==> config.mk <==
export PLATFORM = sky130hd
export DESIGN_NAME = dda_line_rasterizer
export DESIGN_NICKNAME = d
export VERILOG_FILES = /design/src/rtl/core/dda_pkg.sv /design/src/rtl/core/dda_div.sv /design/src/rtl/core/dda_datapath.sv /design/src/rtl/core/dda_ctrl.sv /design/src/rtl/core/dda_line_rasterizer.sv
export SDC_FILE = /design/constraint.sdc
export NUM_CORES = 1
export LEC_CHECK = 0
export BUFFER_PORTS_ARGS = -buffer_cell sky130_fd_sc_hd__buf_2
export CORE_MARGIN = 1
export CORE_UTILIZATION = 55
export CTS_CLUSTER_DIAMETER = 120
export DETAILED_ROUTE_END_ITERATION = 10
export GPL_TIMING_DRIVEN = 0
export PLACE_DENSITY = 0.76
export SYNTH_ARGS = -nofsm -noshare
export SYNTH_HDL_FRONTEND = slang
export SYNTH_HIERARCHICAL = 1
export SYNTH_SLANG_ARGS = --single-unit
==> constraint.sdc <==
create_clock -name clk -period 6.85 [get_ports clk]
set_clock_uncertainty 0.1 [all_clocks]
set_input_delay 1.7125 -clock clk [delete_from_list [all_inputs] [get_ports clk]]
set_output_delay 1.7125 -clock clk [all_outputs]
set_load 0.05 [all_outputs]
==> src/rtl/core/dda_pkg.sv <==
package dda_pkg;

  localparam int FIELD_BITS         = 11;
  localparam int COORD_BITS_DEFAULT = 11;
  localparam int FRAC_BITS_DEFAULT  = 16;

  localparam logic CMD_LOAD    = 1'b0;
  localparam logic CMD_ADVANCE = 1'b1;

  typedef struct packed {
    logic                  command;
    logic [FIELD_BITS-1:0] start_x;
    logic [FIELD_BITS-1:0] start_y;
    logic [FIELD_BITS-1:0] end_x;
    logic [FIELD_BITS-1:0] end_y;
  } in_item_t;

  typedef struct packed {
    logic [FIELD_BITS-1:0] pixel_x;
    logic [FIELD_BITS-1:0] pixel_y;
    logic                  last_pixel;
  } out_item_t;

  typedef struct packed {
    logic load;
    logic div_step;
    logic advance;
  } ctrl_cmd_t;

  typedef struct packed {
    logic zero_len;
    logic div_done;
    logic last;
  } ctrl_status_t;

endpackage

==> src/rtl/core/dda_div.sv <==
module dda_div #(
  parameter int COORD_BITS = dda_pkg::COORD_BITS_DEFAULT,
  parameter int FRAC_BITS  = dda_pkg::FRAC_BITS_DEFAULT
) (
  input  logic                  clk,
  input  logic                  start,
  input  logic                  step,
  input  logic [COORD_BITS-1:0] mag,
  input  logic [COORD_BITS-1:0] divisor,
  output logic [FRAC_BITS:0]    quotient_next
);
  import dda_pkg::*;

  logic [COORD_BITS:0]   rem;
  logic [FRAC_BITS:0]    quot;
  logic [COORD_BITS:0]   diff;
  logic                  ge;
  logic [COORD_BITS:0]   kept;

  // restoring division of mag * 2^FRAC_BITS by divisor, one quotient bit a cycle while step is high
  always_comb begin
    diff          = rem - {1'b0, divisor};
    ge            = (rem >= {1'b0, divisor});
    kept          = ge ? diff : rem;
    quotient_next = {quot[FRAC_BITS-1:0], ge};
  end

  always_ff @(posedge clk) begin
    if (start) begin
      rem  <= {1'b0, mag};
      quot <= '0;
    end else if (step) begin
      rem  <= {kept[COORD_BITS-1:0], 1'b0};
      quot <= quotient_next;
    end
  end

endmodule

==> src/rtl/core/dda_datapath.sv <==
module dda_datapath #(
  parameter int COORD_BITS = dda_pkg::COORD_BITS_DEFAULT,
  parameter int FRAC_BITS  = dda_pkg::FRAC_BITS_DEFAULT
) (
  input  logic                 clk,
  input  dda_pkg::in_item_t    in_item,
  input  dda_pkg::ctrl_cmd_t   cmd,
  output dda_pkg::ctrl_status_t status,
  output dda_pkg::out_item_t   out_item
);
  import dda_pkg::*;

  localparam int ACC_W  = COORD_BITS + FRAC_BITS;
  localparam int STEP_W = FRAC_BITS + 2;
  localparam int CNT_W  = $clog2(FRAC_BITS + 1);

  logic [ACC_W-1:0]      acc_x;
  logic [ACC_W-1:0]      acc_y;
  logic [STEP_W-1:0]     step_x;
  logic [STEP_W-1:0]     step_y;
  logic [COORD_BITS:0]   pixels_left;
  logic [CNT_W-1:0]      div_cnt;
  logic                  neg_x;
  logic                  neg_y;
  logic [COORD_BITS-1:0] divisor;
  out_item_t             pixel;

  logic [COORD_BITS-1:0] sx, sy, ex, ey;
  logic [COORD_BITS:0]   dx, dy;
  logic [COORD_BITS-1:0] ax, ay, steps;
  logic [FRAC_BITS:0]    qx_next, qy_next;
  logic [STEP_W-1:0]     incr_x, incr_y;
  logic [COORD_BITS-1:0] pos_x, pos_y;

  always_comb begin
    sx    = COORD_BITS'(in_item.start_x);
    sy    = COORD_BITS'(in_item.start_y);
    ex    = COORD_BITS'(in_item.end_x);
    ey    = COORD_BITS'(in_item.end_y);
    dx    = {1'b0, ex} - {1'b0, sx};
    dy    = {1'b0, ey} - {1'b0, sy};
    ax    = dx[COORD_BITS] ? COORD_BITS'(~dx + 1'b1) : dx[COORD_BITS-1:0];
    ay    = dy[COORD_BITS] ? COORD_BITS'(~dy + 1'b1) : dy[COORD_BITS-1:0];
    steps = (ax > ay) ? ax : ay;

    incr_x = neg_x ? (~{1'b0, qx_next} + 1'b1) : {1'b0, qx_next};
    incr_y = neg_y ? (~{1'b0, qy_next} + 1'b1) : {1'b0, qy_next};

    pos_x = acc_x[ACC_W-1:FRAC_BITS];
    pos_y = acc_y[ACC_W-1:FRAC_BITS];

    status.zero_len = (steps == '0);
    status.div_done = (div_cnt == CNT_W'(FRAC_BITS));
    status.last     = (pixels_left <= (COORD_BITS+1)'(1));
  end

  dda_div #(
    .COORD_BITS (COORD_BITS),
    .FRAC_BITS  (FRAC_BITS)
  ) u_div_x (
    .clk           (clk),
    .start         (cmd.load),
    .step          (cmd.div_step),
    .mag           (ax),
    .divisor       (divisor),
    .quotient_next (qx_next)
  );

  dda_div #(
    .COORD_BITS (COORD_BITS),
    .FRAC_BITS  (FRAC_BITS)
  ) u_div_y (
    .clk           (clk),
    .start         (cmd.load),
    .step          (cmd.div_step),
    .mag           (ay),
    .divisor       (divisor),
    .quotient_next (qy_next)
  );

  always_ff @(posedge clk) begin
    if (cmd.load) begin
      acc_x       <= {sx, FRAC_BITS'(0)};
      acc_y       <= {sy, FRAC_BITS'(0)};
      step_x      <= '0;
      step_y      <= '0;
      pixels_left <= {1'b0, steps} + 1'b1;
      div_cnt     <= '0;
      neg_x       <= dx[COORD_BITS];
      neg_y       <= dy[COORD_BITS];
      divisor     <= steps;
    end else begin
      if (cmd.div_step) begin
        div_cnt <= div_cnt + 1'b1;
        if (status.div_done) begin
          step_x <= incr_x;
          step_y <= incr_y;
        end
      end
      if (cmd.advance) begin
        acc_x <= acc_x + {{(ACC_W-STEP_W){step_x[STEP_W-1]}}, step_x};
        acc_y <= acc_y + {{(ACC_W-STEP_W){step_y[STEP_W-1]}}, step_y};
        pixels_left <= status.last ? '0 : pixels_left - 1'b1;
        pixel.pixel_x    <= FIELD_BITS'(pos_x);
        pixel.pixel_y    <= FIELD_BITS'(pos_y);
        pixel.last_pixel <= status.last;
      end
    end
  end

  assign out_item = pixel;

endmodule

==> src/rtl/core/dda_ctrl.sv <==
module dda_ctrl (
  input  logic                  clk,
  input  logic                  rst,
  input  logic                  in_valid,
  input  logic                  in_command,
  output logic                  in_stall,
  output logic                  out_valid,
  input  logic                  out_stall,
  input  dda_pkg::ctrl_status_t status,
  output dda_pkg::ctrl_cmd_t    cmd
);
  import dda_pkg::*;

  typedef enum logic [1:0] {
    ST_IDLE,
    ST_DIVIDE,
    ST_DRAW
  } state_t;

  state_t state;
  logic   accept;

  // a load may pass a held pixel; an advance needs the output slot
  always_comb begin
    in_stall = (state == ST_DIVIDE) ||
               (out_valid && out_stall && (in_command == CMD_ADVANCE));
    accept       = in_valid && !in_stall;
    cmd.load     = accept && (in_command == CMD_LOAD);
    cmd.advance  = accept && (in_command == CMD_ADVANCE) && (state == ST_DRAW);
    cmd.div_step = (state == ST_DIVIDE);
  end

  always_ff @(posedge clk) begin
    if (rst) begin
      state     <= ST_IDLE;
      out_valid <= 1'b0;
    end else begin
      if (cmd.advance) begin
        out_valid <= 1'b1;
      end else if (!out_stall) begin
        out_valid <= 1'b0;
      end
      case (state)
        ST_IDLE: begin
          if (cmd.load) begin
            state <= status.zero_len ? ST_DRAW : ST_DIVIDE;
          end
        end
        ST_DIVIDE: begin
          if (status.div_done) begin
            state <= ST_DRAW;
          end
        end
        ST_DRAW: begin
          if (cmd.load) begin
            state <= status.zero_len ? ST_DRAW : ST_DIVIDE;
          end else if (cmd.advance && status.last) begin
            state <= ST_IDLE;
          end
        end
        default: begin
          state <= ST_IDLE;
        end
      endcase
    end
  end

endmodule

==> src/rtl/core/dda_line_rasterizer.sv <==
// DDA line rasterizer.
// Request channel cmd_*: command 0 loads start and end points, command 1
// asks for the next pixel. Pixel channel pix_*: one pixel per advance
// while a line is active, last_pixel set on the final one.
// A request is taken when valid is high and stall is low.
// After a load, cmd_stall is high while the two restoring dividers form
// the x and y increments one bit a cycle.
// A zero-length line skips the divide and gives its single start pixel.
// Advances are taken one per cycle; each pixel shows on pix_valid the cycle
// after its request. A line of step count S = max(|dx|, |dy|) gives S + 1
// pixels. An advance with no active line is taken and gives nothing.
// While pix_stall holds a pixel, advances stall but a load is still taken.
// A load during a line replaces that line at once.
// Reset leaves the block idle with no pixel pending.
module dda_line_rasterizer #(
  parameter int COORD_BITS = dda_pkg::COORD_BITS_DEFAULT,
  parameter int FRAC_BITS  = dda_pkg::FRAC_BITS_DEFAULT
) (
  input  logic                clk,
  input  logic                rst,
  input  logic                cmd_valid,
  output logic                cmd_stall,
  input  dda_pkg::in_item_t   cmd_data,
  output logic                pix_valid,
  input  logic                pix_stall,
  output dda_pkg::out_item_t  pix_data
);
  import dda_pkg::*;

  ctrl_cmd_t    cmd;
  ctrl_status_t status;

  dda_ctrl u_ctrl (
    .clk        (clk),
    .rst        (rst),
    .in_valid   (cmd_valid),
    .in_command (cmd_data.command),
    .in_stall   (cmd_stall),
    .out_valid  (pix_valid),
    .out_stall  (pix_stall),
    .status     (status),
    .cmd        (cmd)
  );

  dda_datapath #(
    .COORD_BITS (COORD_BITS),
    .FRAC_BITS  (FRAC_BITS)
  ) u_datapath (
    .clk      (clk),
    .in_item  (cmd_data),
    .cmd      (cmd),
    .status   (status),
    .out_item (pix_data)
  );

endmodule

==> results of run 1 <==
[path summary, 6_finish.rpt]
kind                         from                      to  slack (ns)  depth (start not counted)
min reg2reg  u_datapath/acc_y[21]  u_datapath/out_item[6]        0.36                          0
min          u_datapath/acc_y[21]  u_datapath/out_item[6]        0.36                          0
max                  cmd_data[11]         u_ctrl/state[1]        0.11                         25
max reg2reg       u_ctrl/state[1]    u_datapath/acc_x[26]        2.81                          9
[layer usage]
metal,global-route usage,part of all wire
met4,0.0758,0.022
met3,0.0246,0.052
met1,0.387,0.47
met5,0,0
met2,0.454,0.46
[final cells by class]
| cell class | count | area [um^2] | share of cell area |
|---|---|---|---|
| clock buffers | 26 | 566 | 0.0347 |
| multi-input cells | 1188 | 8980 | 0.551 |
| well taps | 330 | 413 | 0.0253 |
| plain buffers | 58 | 274 | 0.0168 |
| inverters | 115 | 437 | 0.0268 |
| repair buffers | 95 | 543 | 0.0333 |
| clock inverters | 14 | 111 | 0.00684 |
| flip-flops and latches | 202 | 4960 | 0.305 |
[cell usage in the layout, fill, tap and decap left out, drive strengths merged, types with 8 or more instances in the layout]
| master | netlist | final |
|---|---|---|
| nor4 | 8 | 8 |
| xor2 | 72 | 72 |
| or3 | 10 | 10 |
| o311ai | 12 | 12 |
| nor2 | 164 | 164 |
| xnor2 | 79 | 79 |
| edfxtp | 92 | 92 |
| o21ai | 78 | 78 |
| inv | 114 | 114 |
| ha | 117 | 117 |
| nand4 | 14 | 14 |
| a21o | 34 | 34 |
| o21a | 15 | 15 |
| a211oi | 51 | 51 |
| clkinv | 1 | 12 |
| o31ai | 25 | 25 |
| o21bai | 12 | 12 |
| nand4b | 10 | 10 |
| dfxtp | 110 | 110 |
| a21oi | 97 | 97 |
| or2 | 9 | 9 |
| clkbuf | 42 | 66 |
| nor3 | 26 | 26 |
| nand3 | 27 | 27 |
| o22ai | 20 | 20 |
| nand2 | 88 | 88 |
| nor2b | 21 | 21 |
| buf | 16 | 113 |
| o2111ai | 10 | 10 |
| mux2i | 55 | 55 |
| nand2b | 20 | 20 |
[what timing repair did]
item	CTS	global route
setup buffers	18	4
endpoints found under the setup margin	4	7
pin swaps	12	16
resized for setup	25	33
[cell usage after synthesis, types with 25 or more instances]
cell / number
nor2_1: 160
o21ai_0: 63
o31ai_1: 25
ha_1: 117
inv_1: 109
mux2i_1: 55
nand2_1: 87
xor2_1: 72
dfxtp_1: 110
xnor2_1: 79
a21oi_1: 91
clkbuf_1: 40
nor3_1: 26
nand3_1: 27
a21o_1: 32
edfxtp_1: 92
a211oi_1: 45
[cells by family (layout without fill, tap and decap cells)]
| group | Yosys count | after routing | synth area share |
|---|---|---|---|
| and+or+nand+nor | 436 | 436 | 0.150 |
| buffers and inverters | 173 | 308 | 0.0476 |
| adders and majority gates | 123 | 123 | 0.110 |
| AOI/OAI and AO/OA | 419 | 419 | 0.211 |
| DFF | 202 | 202 | 0.346 |
| muxes | 59 | 59 | 0.0421 |
| xor gates and xnor gates | 151 | 151 | 0.0922 |
[registers in the layout (all words and copies together) (netlist names)]
signal and cells:
u_datapath/acc_x 27, u_datapath/u_div_y/rem 12, u_datapath/out_item 23, u_datapath/divisor 11
u_datapath/pixels_left 12, u_datapath/u_div_x/quot 16, u_datapath/step_y 18, u_datapath/u_div_x/rem 12
u_datapath/div_cnt 5, u_datapath/step_x 18, u_datapath/acc_y 27, u_datapath/neg_x 1
u_datapath/neg_y 1, u_ctrl/state 2, u_ctrl/out_valid 1, u_datapath/u_div_y/quot 16
[power breakdown]
part           leakage (nW)  switching [mW]  internal [mW]
Combinational          4.67            1.39           1.00
Sequential             1.75          0.0903           1.43
Clock                 0.329           0.499          0.632
Total                  6.75            1.98           3.06
[per-stage QoR]
step                instance area [um^2]  hold WS [ns]  utilization  std cells
finish                             16300         0.358        0.641       2028
global route                       16300         0.365        0.641       2028
CTS                                16100         0.357        0.634       2024
detailed placement                 15100         0.343        0.596       1966
global placement                   15100         0.342        0.596       1966
floorplan                          14400         0.332            -       1563
==> impl_metrics.tcl, run 1 <==
set metrics [dict create \
    outcome "finished clean" \
    start_util 0.565 \
    min_period_ns 6.74 \
    cp_top_family "simple AND/OR/NAND/NOR gates" \
    dp_hpwl_mm 27.7 \
    root_buffer "clkbuf_16" \
    grt_overflow 0 \
    ys.flop_type "dfxtp_1" \
    die_area_mm2 0.0267 \
    first_global_vias 11600 \
    yosysTopAreaCellShare 0.193 \
    critical_path.slowest_cell "or4_4" \
    async_flop_share 0 \
    hold_viol_final 0 \
    wl_mm 36.8 \
    cp.required_ns 7.20 \
    worst_pin_slew_ns 1.35 \
    grt_max_degree 35 \
    vias 12200 \
    post-place-ws_ns -0.890 \
    clock-sinks 202 \
    die_w_um 163 \
    crit_fanout 8 \
    syn-num-nets 1735 \
    synth-seq-area-share 0.346 \
    setup_violations 0 \
    h-tree-depth 1 \
    syn_area_mm2 0.0143 \
    power_leakage_nw 6.75 \
    post_drt_wl_per_cell_um 18.2 \
    ys_ff_latch 202 \
    core_mm2 0.0254 \
    clk_pin_slew_ns 0.06 \
    antenna_cells 0 \
    antenna_found_initial 0 \
    rows 58 \
    gp_congestion 0.946 \
    cts_buffers 22 \
    nFillCells 2091 \
    grt_pass1_wl_mm 59.1 \
    cts_hold_buf 0 \
    clk-insertion-delay-late_ns 0.52 \
    grtUsageTotal 0.276 \
    avgSynthCellArea_um2 9.17 \
    hold_path_class "reg -> reg" \
    layout-drive-gt1-share 0.147 \
    setup-tns-final_ns 0 \
    fp.dieH_um 163 \
    final_antenna_net_count 0 \
    nets 1854 \
    cp_num_buf_inv 4 \
    critPathMostFrequentCell "or4_4" \
    yosysUniqueCellTypes 93 \
    worstSetupPathType "in -> reg" \
    area_growth_pct 13.6 \
    synth_area_leaders "edfxtp_1 (19%), dfxtp_1 (15%), ha_1 (10%)" \
    relSlewSlack 0.0989 \
    ir_worst_vdd_uv 239 \
    postSynthCellCount 1563 \
    clock.fmax_ghz 0.148 \
    drtIter0Drc 1001 \
    boundaryPins 74 \
    start_kind "input pin" \
    worst_slack_ns 0.113 \
    vias_per_cell 6.01 \
    drv_cap 0 \
    p_total_mw 5.03 \
    clockBufferDepth 3 \
    port_buffers 73 \
    slowest_delay_ns 0.54 \
    synth_warnings 6 \
    rsz0062_at_grt "yes" \
    drtPass1Iterations 5 \
    powerDensity_mw_per_mm2 309 \
    cts_tree "done" \
    final_max_slew_viol_count 0 \
    critPathArrivalTime_ns 7.09 \
    period_share 0.984 \
    crit_path_end_kind "register" \
    yosysTopAreaCell "edfxtp_1" \
    post-route-drc-count 0 \
    synth_edf_count 92 \
]
No activity file was read; power rests on OpenSTA's default activity.
==> run 2: changes to the inputs <==
Settings changed: CTS_BUF_LIST set to sky130_fd_sc_hd__clkbuf_16.
==> run 2 against run 1 <==
Core utilization unchanged. Total power decreased by 0.14%. First-iteration DRC count increased by 0.30%. Maximum frequency decreased by 0.18%. Non-clock buffer count unchanged. Clock power about the same. Sequential share of layout area unchanged. Worst hold slack got worse by 0.0024 ns. Sequential power about the same. Flip-flop and latch count unchanged. Highest routed layer unchanged.
==> impl_metrics.tcl, run 2 (synthesis gave the netlist of run 1 again) <==
set metrics [dict create \
    setup_violations 0 \
    layout_commonest_cell "nor2_1" \
    rows 58 \
    relSlewSlack 0.0749 \
    die_area_mm2 0.0267 \
    critPathMostFrequentCell "or4_4" \
    min_period_ns 6.75 \
    clkPwrFrac 0.224 \
    clock-sinks 202 \
    critPathArrivalTime_ns 7.10 \
    grt_overflow 0 \
    final_area_mm2 0.0163 \
    die_w_um 163 \
    clk_pin_slew_ns 0.06 \
    hold_viol_final 0 \
    crit_fanout 8 \
    start_kind "input pin" \
    grt_max_degree 35 \
    core_mm2 0.0254 \
    post_dp_cell_area_mm2 0.0151 \
    clk-insertion-delay-late_ns 0.52 \
    post-route-drc-count 0 \
    p_switching_mw 1.97 \
    nFillCells 2091 \
    layout-drive-gt1-share 0.147 \
    wl_mm 36.8 \
    post-place-ws_ns -0.890 \
    vias_per_cell 6.03 \
    pwr-share-seq 0.301 \
    root_buffer "clkbuf_16" \
    p_sw_frac 0.393 \
    antenna_cells 0 \
    period_share 0.985 \
    register_area_mm2 0.00496 \
    h-tree-depth 1 \
    gp_congestion 0.946 \
    start_util 0.565 \
    worstSetupPathType "in -> reg" \
    power_leakage_nw 6.77 \
    cp.required_ns 7.20 \
    cp_num_buf_inv 4 \
    antenna_found_initial 0 \
    outcome "finished clean" \
    worst_pin_slew_ns 1.38 \
    final_antenna_net_count 0 \
    nets 1854 \
    slowest_delay_ns 0.54 \
    multi_input_area_mm2 0.00898 \
    vias 12200 \
    boundaryPins 74 \
    p_total_mw 5.03 \
    rsz0062_at_grt "yes" \
    hold_path_class "reg -> reg" \
    drtIter0Drc 1004 \
    clockBufferDepth 3 \
    ir_worst_vdd_uv 239 \
    cts_tree "done" \
    first_global_vias 11600 \
    mostFrequentLayoutCells "nor2_1 (158), ha_1 (114), dfxtp_1 (110), inv_1 (109), edfxtp_1 (92)" \
    grt_pass1_wl_mm 59.1 \
    post_drt_wl_per_cell_um 18.1 \
    dp_hpwl_mm 27.7 \
    power_frac_comb 0.475 \
    p_int_mw 3.05 \
    drv_cap 0 \
    powerDensity_mw_per_mm2 309 \
    cts_buffers 22 \
    final_max_slew_viol_count 0 \
    crit_path_end_kind "register" \
    critical_path.slowest_cell "or4_4" \
    worst_slack_ns 0.100 \
    clock.fmax_ghz 0.148 \
    area_growth_pct 13.6 \
    fp.dieH_um 163 \
    r2r_setup_slack_ns 2.78 \
    drtPass1Iterations 5 \
    grtUsageTotal 0.276 \
    cp_top_family "simple AND/OR/NAND/NOR gates" \
    utilization 0.641 \
    port_buffers 73 \
]
[run 2: cell types whose count changed in the layout (fill, tap and decap cells not counted)]
cell / previous run / this run
clkbuf_1: 42 / 38
inv_1: 105 / 109
[run 2: worst paths after layout]
kind / start / end / cells after the start
worst max-delay path: cmd_data[11] / u_ctrl/state[1] / 25
worst min-delay path: u_datapath/acc_y[21] / u_datapath/out_item[6] / 0
worst max register to register: u_ctrl/state[1] / u_datapath/acc_x[24] / 9
worst min register to register: u_datapath/acc_y[21] / u_datapath/out_item[6] / 0
[run 2: worst reg2reg max path, delay by kind of cell (launching register included)]
family	cells	cell delay, ns
simple gates	5	2.03
buf+inv	4	1.31
flops	1	0.36
[run 2: power groups by stage]
stage                     Clock, mW  Combinational, mW  Sequential (mW)
after global placement            0               2.04             1.53
after global routing           1.18               2.58             1.53
after detailed placement          0               2.08             1.54
after CTS                      1.14               2.25             1.51
final                          1.12               2.39             1.51
after floorplan                   0               1.64             1.50
[run 2: area by class of cell]
cell class / instances / share of cell area
buffer: 58 / 0.0168
clock buffer: 22 / 0.0338
clock inverter: 18 / 0.00776
inverter: 115 / 0.0268
multi-input combinational: 1188 / 0.551
sequential: 202 / 0.305
tap: 330 / 0.0253
timing repair buffer: 95 / 0.0333
[run 2: repair_timing]
action                                  in CTS  in global routing
endpoints found under the setup margin       4                  7
hold buffers                                 0                  0
resized for setup                           25                 33
setup buffers                               18                  4
pin swaps                                   12                 15
cloned                                       0                  0
[run 2: metrics by stage]
| stage | cells | hold WS, ns | TNS, ns |
|---|---|---|---|
| 5_1_grt | 2028 | 0.366 | -0.207 |
| 3_5_place_dp | 1966 | 0.343 | -4.72 |
| 4_1_cts | 2024 | 0.357 | 0 |
| 6_report | 2028 | 0.355 | 0 |
| 2_1_floorplan | 1563 | 0.332 | 0 |
| 3_3_place_gp | 1966 | 0.342 | -4.20 |
[run 2: metal layers]
layer / global-route usage / wire length, um / vias up
li1: - / - / 5940
met1: 0.387 / 17200 / 5852
met2: 0.454 / 16700 / 378
met3: 0.0246 / 1980 / 54
met4: 0.0758 / 833 / 0
met5: 0 / 0 / -
==> run 3: changes to the inputs <==
Settings changed: ABC_AREA set to 1, PLACE_DENSITY 0.76 to 0.75.
==> run 3 against run 2 <==
Synthesized cell count rose by 43%. Cell area up 4.9%. Flip-flop and latch count is the same. Area after synthesis rose by 8.2%.
==> impl_metrics.tcl, run 3 <==
set metrics [dict create \
    syn-num-nets 2402 \
    dp_hpwl_mm 32.8 \
    cts_setup_buffers 0 \
    hold_start "u_datapath/acc_x[22]" \
    drv_cap 0 \
    cts_buffers 24 \
    area_growth_pct 10.1 \
    synth.most_common_cell "nand2_1" \
    async_flop_share 0 \
    final_max_slew_viol_count 0 \
    core_mm2 0.0278 \
    crit_path_end_kind "register" \
    slowest_delay_ns 0.48 \
    synth_top_family_by_area "simple AND/OR/NAND/NOR gates" \
    min_period_ns 5.91 \
    clock.fmax_ghz 0.169 \
    relSlewSlack 0.254 \
    syn_area_mm2 0.0155 \
    critPathArrivalTime_ns 6.08 \
    crit_fanout 10 \
    clk-insertion-delay-late_ns 0.53 \
    layout-drive-gt1-share 0.101 \
    nFillCells 2599 \
    postSynthCellCount 2230 \
    post-route-drc-count 0 \
    vias_per_cell 5.40 \
    start_util 0.558 \
    period_share 0.862 \
    cts_tree "done" \
    ir_worst_vdd_uv 163 \
    synth_warnings 6 \
    hold_viol_final 0 \
    avgSynthCellArea_um2 6.96 \
    final_antenna_net_count 0 \
    hold_path_depth 0 \
    worstSetupPathType "in -> reg" \
    ys.flop_type "dfxtp_1" \
    synth_xor_area_frac 0.0288 \
    holdPathEnd "u_datapath/out_item[18]" \
    port_buffers 73 \
    setup_violations 0 \
    r2r_end "u_datapath/step_x[15]" \
    regToRegStartpoint "u_datapath/divisor[3]" \
    synth_edf_count 92 \
    yosysTopAreaCell "edfxtp_1" \
    drtIter0Drc 1148 \
    critPathMostFrequentCell "nand2_1" \
    mostFrequentLayoutCells "nand2_1 (604), inv_1 (352), nand3_1 (149), nor2_1 (149), o21ai_0 (141)" \
    cts_hold_buf 0 \
    synth-seq-area-share 0.320 \
    cp_num_buf_inv 5 \
    root_buffer "clkbuf_16" \
    die_area_mm2 0.0289 \
    use_met3 0.0400 \
    vias 14700 \
    grt_pass1_wl_mm 66.7 \
    antenna_found_initial 1 \
    ys_ff_latch 202 \
    rows 61 \
    yosysTopAreaCellShare 0.178 \
    clk_pin_slew_ns 0.06 \
    register_area_mm2 0.00496 \
    layout_commonest_cell "nand2_1" \
    grt-busiest-layer "met2" \
    post_dp_cell_area_mm2 0.0164 \
    yosys-top-cells-count "nand2_1 (604), inv_1 (347), nand3_1 (149), nor2_1 (149), o21ai_0 (141)" \
    post-place-ws_ns 0.437 \
    rsz0062_at_grt "no" \
    hold_path_class "reg -> reg" \
    r2r_setup_slack_ns 3.23 \
    met1_usage 0.398 \
    die_w_um 170 \
    cp.required_ns 7.02 \
    powerDensity_mw_per_mm2 278 \
    drtPass1Iterations 5 \
    synthSimpleGateAreaFrac 0.309 \
    boundaryPins 74 \
    start_kind "input pin" \
    synth_area_leaders "edfxtp_1 (18%), nand2_1 (15%), dfxtp_1 (14%)" \
    setup-tns-final_ns 0 \
    wl_mm 41.5 \
    yosys-mux-area-fraction 0 \
    worst_pin_slew_ns 1.12 \
    cp_top_family "simple AND/OR/NAND/NOR gates" \
    first_global_vias 13600 \
    grt_max_degree 37 \
    use_met2 0.475 \
    grtUsageTotal 0.288 \
    power_leakage_nw 8.54 \
    clockBufferDepth 3 \
    synthAdderAreaFrac 0.102 \
    antenna_cells 0 \
    outcome "finished clean" \
    grt_overflow 0 \
    worst_slack_ns 0.943 \
    utilization 0.615 \
    yosysUniqueCellTypes 52 \
    fp.dieH_um 170 \
    post_drt_wl_per_cell_um 15.3 \
    multi_input_area_mm2 0.00894 \
    synth_compound_area_frac 0.136 \
    ff2ff_path_depth 19 \
    clock-sinks 202 \
    h-tree-depth 1 \
    final_area_mm2 0.0171 \
    critical_path.slowest_cell "fa_1" \
    ctsResizeCount 0 \
    nets 2501 \
    gp_congestion 0.943 \
]
==> run 3: cell types whose count changed after synthesis, moves of 29 or more <==
cell,delta
o21ai_0,+78
nand2_2,+29
xor2_1,-38
nand2_1,+517
a211oi_1,-45
xnor2_1,-62
a21oi_1,+35
nand3_1,+122
mux2i_1,-55
inv_1,+238
==> run 3: worst max-delay path by stage <==
| stage | start | endpoint | cells past startpoint | slack, ns |
|---|---|---|---|---|
| floorplan | cmd_data[11] | u_datapath/pixels_left[10] | 34 | 1.26 |
| detailed placement | cmd_data[22] | u_datapath/pixels_left[10] | 31 | 0.44 |
| finish | cmd_data[22] | u_datapath/pixels_left[10] | 31 | 0.94 |
| global route | cmd_data[22] | u_datapath/pixels_left[10] | 31 | 0.47 |
| CTS | cmd_data[22] | u_datapath/pixels_left[8] | 31 | 0.96 |
| global placement | cmd_data[22] | u_datapath/pixels_left[8] | 31 | 0.53 |
==> run 3: cell families after synthesis <==
kind of cell | count (synthesis)
xor+xnor | 51
fa+ha+maj | 123
buf+inv | 411
simple gates | 1068
compound gates | 375
flops | 202
==> run 3: layout make-up <==
type                            count  area share
Inverter                          363      0.0798
Clock inverter                     19     0.00725
Multi-Input combinational cell   1617       0.523
Clock buffer                       24      0.0352
Buffer                             48      0.0147
Tap cell                          378      0.0277
Sequential cell                   202       0.291
Timing Repair Buffer               73      0.0214
==> run 3: layer usage <==
layer,vias to the layer above,part of all wire
li1,7516,-
met1,6698,0.47
met2,440,0.45
met3,53,0.064
met4,2,0.018
met5,-,0.00031
==> run 3: power by group <==
part | internal, mW | switching, mW | total (mW)
Combinational | 0.726 | 1.37 | 2.09
Clock | 0.645 | 0.522 | 1.17
Sequential | 1.42 | 0.0733 | 1.49
Total | 2.79 | 1.96 | 4.75
==> run 3: through the flow <==
step | cells | total power [mW] | hold slack (ns)
4_1_cts | 2724 | 4.76 | 0.355
3_5_place_dp | 2681 | 3.58 | 0.341
5_1_grt | 2724 | 5.10 | 0.371
2_1_floorplan | 2230 | 3.10 | 0.322
6_report | 2724 | 4.75 | 0.354
3_3_place_gp | 2681 | 3.52 | 0.341
